**src/sv/etdq_pkg.sv**
```systemverilog
// Package for the epoch-tagged drop-oldest queue.
// Holds the command codes, the epoch width and the ring control struct.
// No dependencies.
`default_nettype none

package etdq_pkg;

  // Width of the source epoch and of the item epoch tag
  localparam int unsigned EPOCH_W = 32;
  // Width of the command field
  localparam int unsigned CMD_W = 2;

  // Command codes; the fourth code is a no-op
  typedef enum logic [CMD_W-1:0] {
    CMD_ENQ = 2'd0,
    CMD_DEQ = 2'd1,
    CMD_SRC = 2'd2
  } cmd_t;

  // Per-transaction control for the ring storage
  typedef struct packed {
    logic push;   // store one entry at the tail, dropping the head when full
    logic pop;    // read and release the head entry
    logic flush;  // empty the ring and rewind both pointers
  } ring_ctl_t;

endpackage : etdq_pkg

`default_nettype wire

```
**src/sv/etdq_ring.sv**
```systemverilog
// Ring storage of the epoch-tagged queue: payload memory, head and tail
// pointers and fill count. Depends on etdq_pkg.
`default_nettype none

module etdq_ring
  import etdq_pkg::*;
#(
  parameter int unsigned DEPTH        = 16,
  parameter int unsigned PAYLOAD_BITS = 64
) (
  input  wire logic                             clk,
  input  wire logic                             rst_n,
  input  wire ring_ctl_t                        ctl,
  input  wire logic [PAYLOAD_BITS-1:0]          wdata,
  output logic      [PAYLOAD_BITS-1:0]          rdata,
  output logic      [$clog2(DEPTH+1)-1:0]       count,
  output logic                                  full,
  output logic                                  empty
);

  localparam int unsigned PTR_W = $clog2(DEPTH);
  localparam int unsigned CNT_W = $clog2(DEPTH + 1);

  logic [PAYLOAD_BITS-1:0] mem [DEPTH];
  logic [PAYLOAD_BITS-1:0] rdata_r;
  logic [PTR_W-1:0]        head_r, head_nxt;
  logic [PTR_W-1:0]        tail_r, tail_nxt;
  logic [CNT_W-1:0]        count_r, count_nxt;
  logic [PTR_W-1:0]        head_inc, tail_inc;

  // Advance pointers with wrap at the last slot
  assign head_inc = (head_r == PTR_W'(DEPTH - 1)) ? '0 : head_r + PTR_W'(1);
  assign tail_inc = (tail_r == PTR_W'(DEPTH - 1)) ? '0 : tail_r + PTR_W'(1);

  assign full  = (count_r == CNT_W'(DEPTH));
  assign empty = (count_r == '0);

  // Pointer and count update; a push into a full ring drops the head
  always_comb begin
    head_nxt  = head_r;
    tail_nxt  = tail_r;
    count_nxt = count_r;
    if (ctl.flush) begin
      head_nxt  = '0;
      tail_nxt  = '0;
      count_nxt = '0;
    end else if (ctl.push) begin
      tail_nxt = tail_inc;
      if (full) begin
        head_nxt = head_inc;
      end else begin
        count_nxt = count_r + CNT_W'(1);
      end
    end else if (ctl.pop) begin
      head_nxt  = head_inc;
      count_nxt = count_r - CNT_W'(1);
    end
  end

  always_ff @(posedge clk) begin
    if (!rst_n) begin
      head_r  <= '0;
      tail_r  <= '0;
      count_r <= '0;
    end else begin
      head_r  <= head_nxt;
      tail_r  <= tail_nxt;
      count_r <= count_nxt;
    end
  end

  // Write the tail slot on push
  always_ff @(posedge clk) begin
    if (ctl.push && !ctl.flush) begin
      mem[tail_r] <= wdata;
    end
  end

  // Read the head slot on pop into a register; data is valid in the cycle after the pop
  always_ff @(posedge clk) begin
    if (ctl.pop && !ctl.flush && !ctl.push) begin
      rdata_r <= mem[head_r];
    end
  end

  assign rdata = rdata_r;
  assign count = count_r;

endmodule : etdq_ring

`default_nettype wire

```
**src/sv/epoch_tagged_drop_oldest_queue_unit.sv**
```systemverilog
// Top level of the epoch-tagged drop-oldest work queue.
// Depends on etdq_pkg and etdq_ring.
//
// Usage:
//   Command channel: drive in_cmd, in_kind, in_epoch and in_payload with
//   start high; the transaction is taken at the rising edge where start is
//   high and busy is low. busy stays low, so one transaction can be issued
//   every cycle.
//   Result channel: exactly one result per transaction, shown on the out_
//   ports for one cycle with out_strobe high, in the cycle right after the
//   transaction was taken (throughput 1 per cycle). The dequeued payload
//   comes from the ring memory's registered read port, which keeps it
//   aligned with the strobe; pointer and count updates are single step,
//   so back-to-back enqueue and dequeue of the same slot are safe.
//   Enqueue stores only when a source kind is set and both kind and epoch
//   match; a full ring drops its oldest entry. Set source flushes the ring,
//   loads the kind and advances the epoch, skipping zero.
//   Reset (rst_n low, synchronous) empties the ring, clears the kind and
//   sets the epoch to one; no strobe follows reset. The receiver cannot
//   stall: each result is valid for its one strobe cycle only.
`default_nettype none

module epoch_tagged_drop_oldest_queue_unit
  import etdq_pkg::*;
#(
  parameter int unsigned DEPTH        = 16,
  parameter int unsigned KIND_BITS    = 3,
  parameter int unsigned PAYLOAD_BITS = 64
) (
  input  wire logic                         clk,
  input  wire logic                         rst_n,
  // Command channel
  input  wire logic                         start,
  output logic                              busy,
  input  wire logic [CMD_W-1:0]             in_cmd,
  input  wire logic [KIND_BITS-1:0]         in_kind,
  input  wire logic [EPOCH_W-1:0]           in_epoch,
  input  wire logic [PAYLOAD_BITS-1:0]      in_payload,
  // Result channel
  output logic                              out_strobe,
  output logic                              out_accepted,
  output logic                              out_dropped_oldest,
  output logic                              out_valid,
  output logic      [PAYLOAD_BITS-1:0]      out_payload,
  output logic      [$clog2(DEPTH+1)-1:0]   out_level,
  output logic      [KIND_BITS-1:0]         out_cur_kind,
  output logic      [EPOCH_W-1:0]           out_cur_epoch
);

  logic                    take;
  ring_ctl_t               ctl;
  logic [PAYLOAD_BITS-1:0] rdata;
  logic                    full, empty;
  logic                    match;

  logic                    strobe_r;
  logic                    accepted_r, accepted_nxt;
  logic                    dropped_r, dropped_nxt;
  logic                    valid_r;
  logic [KIND_BITS-1:0]    kind_r, kind_nxt;
  logic [EPOCH_W-1:0]      epoch_r, epoch_nxt, epoch_inc;

  assign busy = 1'b0;
  assign take = start && !busy;

  // Enqueue needs a source set and matching kind and epoch
  assign match = (kind_r != '0) && (in_kind == kind_r) && (in_epoch == epoch_r);

  // Epoch plus one; the skip past zero is applied on set source
  assign epoch_inc = epoch_r + EPOCH_W'(1);

  // Decode the transaction into ring control and source updates
  always_comb begin
    ctl          = '0;
    accepted_nxt = 1'b0;
    dropped_nxt  = 1'b0;
    kind_nxt     = kind_r;
    epoch_nxt    = epoch_r;
    if (take) begin
      unique case (cmd_t'(in_cmd))
        CMD_ENQ: begin
          ctl.push     = match;
          accepted_nxt = match;
          dropped_nxt  = match && full;
        end
        CMD_DEQ: begin
          ctl.pop = !empty;
        end
        CMD_SRC: begin
          ctl.flush = 1'b1;
          kind_nxt  = in_kind;
          epoch_nxt = (epoch_inc == '0) ? EPOCH_W'(1) : epoch_inc;
        end
        default: begin
        end
      endcase
    end
  end

  etdq_ring #(
    .DEPTH        (DEPTH),
    .PAYLOAD_BITS (PAYLOAD_BITS)
  ) u_ring (
    .clk   (clk),
    .rst_n (rst_n),
    .ctl   (ctl),
    .wdata (in_payload),
    .rdata (rdata),
    .count (out_level),
    .full  (full),
    .empty (empty)
  );

  // Hold source state and result flags
  always_ff @(posedge clk) begin
    if (!rst_n) begin
      strobe_r   <= 1'b0;
      accepted_r <= 1'b0;
      dropped_r  <= 1'b0;
      valid_r    <= 1'b0;
      kind_r     <= '0;
      epoch_r    <= EPOCH_W'(1);
    end else begin
      strobe_r   <= take;
      accepted_r <= accepted_nxt;
      dropped_r  <= dropped_nxt;
      valid_r    <= ctl.pop;
      kind_r     <= kind_nxt;
      epoch_r    <= epoch_nxt;
    end
  end

  // Drive the result; status fields read the post-transaction state
  assign out_strobe         = strobe_r;
  assign out_accepted       = accepted_r;
  assign out_dropped_oldest = dropped_r;
  assign out_valid          = valid_r;
  assign out_payload        = valid_r ? rdata : '0;
  assign out_cur_kind       = kind_r;
  assign out_cur_epoch      = epoch_r;

endmodule : epoch_tagged_drop_oldest_queue_unit

`default_nettype wire

```
**config.mk**
```make
export PLATFORM = sky130hd
export DESIGN_NAME = epoch_tagged_drop_oldest_queue_unit
export DESIGN_NICKNAME = d
export VERILOG_FILES = /design/src/sv/etdq_pkg.sv /design/src/sv/etdq_ring.sv /design/src/sv/epoch_tagged_drop_oldest_queue_unit.sv
export SDC_FILE = /design/constraint.sdc
export NUM_CORES = 1
export LEC_CHECK = 0
export BUFFER_PORTS_ARGS = -buffer_cell sky130_fd_sc_hd__buf_4
export CAP_MARGIN = 10
export CORE_MARGIN = 2
export CORE_UTILIZATION = 54
export DETAILED_ROUTE_END_ITERATION = 16
export GPL_ROUTABILITY_DRIVEN = 1
export GPL_TIMING_DRIVEN = 0
export MAX_ROUTING_LAYER = met4
export PLACE_DENSITY = 0.78
export SKIP_LAST_GASP = 1
export SYNTH_ARGS = -nofsm -noshare
export SYNTH_HDL_FRONTEND = slang
export SYNTH_SLANG_ARGS = --single-unit
```
**constraint.sdc**
```tcl
create_clock -name clk -period 6.95 [get_ports clk]
set_input_delay 0.695 -clock clk [delete_from_list [all_inputs] [get_ports clk]]
set_output_delay 0.695 -clock clk [all_outputs]
set_load 0.01 [all_outputs]
```
### Word level (Yosys, flattened, before mapping)

Memories as Yosys holds them, arrays and structs flattened. A register that Yosys moved wholly into a read port is not among the register bits.
Cells that the tools add are included.

| storage, ports and cells | value |
|---|---|
| flip-flop bits (word level) | 52 |
| memory bits (writable) | 1024 |
| output and inout port bits | 109 |
| logic and storage cells | 61 |
| memories | 1 |

| cells by class | value |
|---|---|
| add/subtract/negate cells | 5 |
| equal/unequal tests | 9 |
| multiplexer cells | 16 |
| bitwise gates (word level) | 1 |
| reductions and logical operators | 20 |

Memory list:

| memory | depth | width | read ports | clocked after memory_dff | write ports | line | text |
|---|---|---|---|---|---|---|---|
| u_ring.mem | 16 | 64 | 1 | 1 | 1 | etdq_ring.sv:24 | `logic [PAYLOAD_BITS-1:0] mem [DEPTH];` |

Operators by type and width:

| kind | number |
|---|---|
| $mux 64 | 1 |
| $add 32x1->32 const B | 1 |
| $eq 32x32->1 | 1 |
| $logic_not 32->1 | 1 |
| $mux 32 | 1 |
| $mux 4 | 5 |
| $mux 5 | 3 |
| $add 4x1->4 const B | 2 |
| $eq 4x4->1 const B | 2 |
| $reduce_and 2->1 | 4 |
| $logic_and 1x1->1 | 6 |
| $add 5x1->5 const B | 1 |
| $eq 5x5->1 const B | 1 |
| $logic_not 5->1 | 1 |
| $mux 1 | 5 |
| $sub 5x1->5 const B | 1 |
| $ne 2x2->1 const B | 2 |
| $eq 3x3->1 | 1 |
| $logic_not 1->1 | 3 |
| $mux 3 | 1 |
| $reduce_and 3->1 | 1 |
| $reduce_bool 3->1 | 1 |
| $eq 2x1->1 const B | 1 |
| $eq 2x2->1 const B | 1 |
| 4 further kinds | 4 |

### Longest topological paths before layout

| logic depth | value |
|---|---|
| word-level depth | 9 |
| mapped depth | 13 |
| gate-level depth less buffers | 11 |

### Modules after synthesis

Synthesis repeated with hierarchy kept, for this count alone.

| unflattened totals | value |
|---|---|
| cells, all modules | 2154 |
| area total of the unflattened synthesis | 44202.4 sq um |

By module, submodules not included:

| module | times used | cells an instance | area each (sq um) | sequential area each (sq um) |
|---|---|---|---|---|
| etdq_ring | 1 | 1734 | 40929.3 | 32931.6 |
| epoch_tagged_drop_oldest_queue_unit | 1 | 420 | 3273.1 | 780.7 |

### Worst setup path before layout

Ideal clock, no wire load.

| path | value |
|---|---|
| path type | input to register |
| from | in in_epoch[27] |
| to | mem u_ring.mem[3][0], enable pin |
| data arrival time | 6.115 ns |
| data required time | 6.385 ns |
| path slack | 0.270 ns |
| cell stages on the path | 7 |
| path buffers | 1 |
| cell sequence | xor2_1 > nor4_1 > nand4_1 > nor3_2 > buf_6 > nand2_1 > nor3_1 |

| on the way | value |
|---|---|
| longest elaborated chain between the ends | 7 |

Ends and longest elaborated chain:

| what | line | text |
|---|---|---|
| from (decl) | epoch_tagged_drop_oldest_queue_unit.sv:37 | `input wire logic [EPOCH_W-1:0] in_epoch,` |
| $eq 32x32->1 | epoch_tagged_drop_oldest_queue_unit.sv:67 | `assign match = (kind_r != '0) && (in_kind == kind_r) && (in_epoch == epoch_r);` |
| $logic_and 1x1->1 | epoch_tagged_drop_oldest_queue_unit.sv:67 |  |
| $mux 1 | - |  |
| $mux 3 | epoch_tagged_drop_oldest_queue_unit.sv:79 | `if (take) begin` |
| $logic_and 1x1->1 | etdq_ring.sv:74 | `if (ctl.push && !ctl.flush) begin` |
| $mux 1 | etdq_ring.sv:74 |  |
| $mux 1 (implied by the code) | etdq_ring.sv:75 | `mem[tail_r] <= wdata;` |
| to (decl) | etdq_ring.sv:24 |  |

No other way between the ends.

### Worst setup path in the final report

| path | value |
|---|---|
| from | reg epoch_r[31], in the netlist out_cur_epoch[31] |
| to | mem u_ring.mem[1][19], enable pin |

| on the way | value |
|---|---|
| longest elaborated chain between the ends | 7 |

Ends and longest elaborated chain:

| what | line | text |
|---|---|---|
| from (decl) | epoch_tagged_drop_oldest_queue_unit.sv:61 | `logic [EPOCH_W-1:0] epoch_r, epoch_nxt, epoch_inc;` |
| from (signal assigned) | epoch_tagged_drop_oldest_queue_unit.sv:129 | `epoch_r <= epoch_nxt;` |
| $eq 32x32->1 | epoch_tagged_drop_oldest_queue_unit.sv:67 |  |
| $logic_and 1x1->1 | epoch_tagged_drop_oldest_queue_unit.sv:67 |  |
| $mux 1 | - |  |
| $mux 3 | epoch_tagged_drop_oldest_queue_unit.sv:79 |  |
| $logic_and 1x1->1 | etdq_ring.sv:74 |  |
| $mux 1 | etdq_ring.sv:74 |  |
| $mux 1 (implied by the code) | etdq_ring.sv:75 |  |

No other way between the ends.

==> flow_summary_export.csv <==
group,metric,value,unit
routing,first_pass_iters,5,
place,place_congestion,0.8946,
sta,final-setup-viol-count,0,
critical_path,start_to_end_type_of_the_worst_setup_path,"register to register",
critical_path,crit_required,7340,ps
routing,drt-vias-per-instance,6.574,
sta,max_slew_margin,0.2023,
sta,grt_setup_unrepaired,"no",
sta,hold_viol,0,
power_and_ir_drop,p_leak,0.01671,uW
floorplanning,num_rows,105,
routing,drtIter0Drc,3516,
finish,final_design_area_no_fill,52130,um2
synthesis,netlist-cell-type-count,64,
place,placement.io_buffers,211,
routing,wirelength_met1,42510,um
floorplanning,die_width,290.8,um
global_routing,grt_overflow_total,0,
place,dpl-instance-area,48780,um2
cts,postCtsHoldBufs,0,
routing,ant_nets,0,
synthesis,synth.net_count,2130,
cts,cts-htree-levels,3,
finish,share_of_post_route_cells_with_drive_strength_above_1,0.3392,
cts,clock_tree_from_tritoncts,"built",
cts,cts.path.max_buffers,3,
run_status,outcome,"complete, no violations",
sta,layout_setup_ws,2886,ps
synthesis,seq_area_frac_synth,0.7588,
sta,timing.clock.skew,29.14,ps
floorplanning,fp.dieH,290.8,um
cts,numCtsBuffers,104,
routing,drt-wirelength-per-cell,33.71,um
synthesis,synth_enable_flop_cells,1088,
sta,final_max_tran_viols,0,
sta,layout_min_cycle_time,4064,ps
routing,drc,0,
synthesis,synth_top_flop_cell,"sky130_fd_sc_hd__edfxtp_1",
sta,finalSetupTns,0,ps
cts,insertion_delay,690,ps
cts,cts_root_buf,"sky130_fd_sc_hd__clkbuf_16",
routing,highest_layer,"met4",
synthesis,syn-instance-count,2015,
synthesis,synth.avg_cell_area,22.05,um2
floorplanning,core_area,81720,um2
finish,fin_nets,2526,
place,hpwlAfterDp,72190,um
sta,timing.final.crit_share,0.5847,
cts,cts.repair_timing.setup_buffer_count,0,
global_routing,first_global_vias,24010,
power_and_ir_drop,vdd_ir_drop_max,200.6,uV
routing,routed_wl,120600,um
synthesis,ys_warn_count,0,
sta,clock.fmax,246.1,MHz
critical_path,worst_ep_arrival_time,4450,ps
sta,tightestPinTransition,1197,ps
floorplanning,die_area,84590,um2
critical_path,critPathLaunchType,"register",
routing,dr_wl_met3,13240,um
routing,dr_wl_met2,60990,um
routing,num_vias,23520,
synthesis,post_synth_instance_area,44430,um2
critical_path,r2r_cells,11,
global_routing,global_route_wire_length_before_repair,172100,um
global_routing,antenna_violations_before_repair,4,
cts,cells_resized_by_post_cts_repair,0,
critical_path,cp_max_fo,10,
cts,clkSinkCount,1140,
place,preCtsSetupSlack,2684,ps
min_path,hold_depth,2,
cts,cts.reportedPaths.clkPinSlew,70,ps
synthesis,synth-seq-cells,1140,
floorplanning,design.portCount,213,
job,maxCapViolations,0,
critical_path,endpoint_kind,"register",
finish,commonest_cells_after_routing_fill_and_taps_aside,"sky130_fd_sc_hd__edfxtp_1, sky130_fd_sc_hd__mux4_2, sky130_fd_sc_hd__buf_4",
global_routing,global_route.usage.total,0.2958,
synthesis,ys_async_rst_share,0,
floorplanning,starting_density_of_the_core,0.5437,
global_routing,grt_max_degree,23,
min_path,timing.hold.worst.class,"input pin to register",
finish,areaGrowthSynthToFinish,17.34,%
finish,layout.cells.most_common,"sky130_fd_sc_hd__edfxtp_1",
power_and_ir_drop,power.density_cell_area,256.1,nW/um2
[layout make-up]
| cell class | count | area (um2) |
|---|---|---|
| well taps | 1070 | 1339 |
| clock buffers | 121 | 2666 |
| inverters | 7 | 28.78 |
| repair buffers | 290 | 2885 |
| plain buffers | 118 | 541.8 |
| flip-flops and latches | 1140 | 33710 |
| multi-input cells | 750 | 10270 |
| clock inverters | 74 | 673.1 |
| diodes | 7 | 17.52 |
| fillers | 5047 | 29580 |
[metrics by stage]
stage,cells,power [uW],hold WS [ps],util
3_3_place_gp,3296,7794,486.9,0.5795
2_1_floorplan,2015,7681,476.8,-
6_report,3577,13350,257.9,0.6380
4_1_cts,3570,13370,230.6,0.6378
3_5_place_dp,3375,7810,520.1,0.5969
5_1_grt,3574,13600,250.7,0.6379
[power breakdown]
group | total (uW) | leakage [uW] | switching [uW] | internal [uW]
clock network | 5690 | 0.00161 | 2610 | 3080
registers | 7510 | 0.0102 | 3.21 | 7500
logic | 159 | 0.00491 | 107 | 51.5
[worst paths after layout]
kind                                                endpoint                           start  slack, ps
worst max-delay path             u_ring.mem[1][19]$_DFFE_PP_  out_cur_epoch[31]$_SDFFE_PN0P_       2890
worst min-delay path                   out_strobe$_SDFF_PN0_                           start        260
worst max register to register   u_ring.mem[1][19]$_DFFE_PP_  out_cur_epoch[31]$_SDFFE_PN0P_       2890
worst min register to register  out_cur_kind[2]$_SDFFE_PN0P_    out_cur_kind[2]$_SDFFE_PN0P_        520
[cell usage after synthesis (5+ instances only)]
cell	instances	area, um2
sky130_fd_sc_hd__xnor2_1	30	262.8
sky130_fd_sc_hd__nor3_1	10	50.05
sky130_fd_sc_hd__nand3_1	27	135.1
sky130_fd_sc_hd__nor2_1	34	127.6
sky130_fd_sc_hd__mux4_2	320	7207
sky130_fd_sc_hd__buf_4	7	52.55
sky130_fd_sc_hd__edfxtp_1	1088	32670
sky130_fd_sc_hd__ha_1	10	125.1
sky130_fd_sc_hd__a21oi_1	7	35.03
sky130_fd_sc_hd__buf_2	32	160.2
sky130_fd_sc_hd__clkbuf_1	63	236.5
sky130_fd_sc_hd__buf_1	10	37.54
sky130_fd_sc_hd__mux2i_1	8	80.08
sky130_fd_sc_hd__inv_1	6	22.52
sky130_fd_sc_hd__nand4_1	15	93.84
sky130_fd_sc_hd__o21ai_0	9	45.04
sky130_fd_sc_hd__nand2_1	42	157.7
sky130_fd_sc_hd__dfxtp_1	52	1041
sky130_fd_sc_hd__or3_1	10	62.56
sky130_fd_sc_hd__nor4_1	12	75.07
sky130_fd_sc_hd__or4_1	5	37.54
sky130_fd_sc_hd__and2_1	94	588.1
sky130_fd_sc_hd__a21boi_0	7	52.55
sky130_fd_sc_hd__xor2_1	47	411.6
[sequential cells by signal (all words and copies together) (netlist names)]
| signal | count |
|---|---|
| u_ring.mem | 1024 |
| out_valid | 1 |
| out_accepted | 1 |
| out_cur_kind | 3 |
| u_ring.head_r | 4 |
| out_cur_epoch | 32 |
| u_ring.count | 5 |
| out_dropped_oldest | 1 |
| u_ring.rdata | 64 |
| out_strobe | 1 |
| u_ring.tail_r | 4 |
[critical path, cell delays in order (launching register included)]
cell and delay, ps:
sky130_fd_sc_hd__dfxtp_1 510, sky130_fd_sc_hd__xor2_1 140, sky130_fd_sc_hd__nor4_1 450, sky130_fd_sc_hd__nand4_1 180, sky130_fd_sc_hd__nor3_2 320, sky130_fd_sc_hd__buf_6 220
sky130_fd_sc_hd__nand2_1 290, sky130_fd_sc_hd__nor3_2 830, sky130_fd_sc_hd__buf_6 270, sky130_fd_sc_hd__buf_6 170, sky130_fd_sc_hd__buf_6 180, sky130_fd_sc_hd__buf_6 180
[metal layers]
metal | vias to the layer above | track usage
li1 | 9156 | -
met1 | 12230 | 0.3779
met2 | 1861 | 0.4810
met3 | 269 | 0.06011
met4 | 0 | 0.09769
met5 | - | -
[cells by family (layout without fill, tap and decap cells)]
kind of cell	count (synthesis)	in the layout	synth area share
buffers and inverters	125	610	0.01284
muxes	328	328	0.1640
and+or+nand+nor	278	278	0.03715
DFF	1140	1140	0.7588
other	1	8	0.00008440
xor gates and xnor gates	77	77	0.01518
AOI/OAI and AO/OA	55	55	0.008674
adders and majority gates	11	11	0.003267
(Power assumes the default switching activity.)
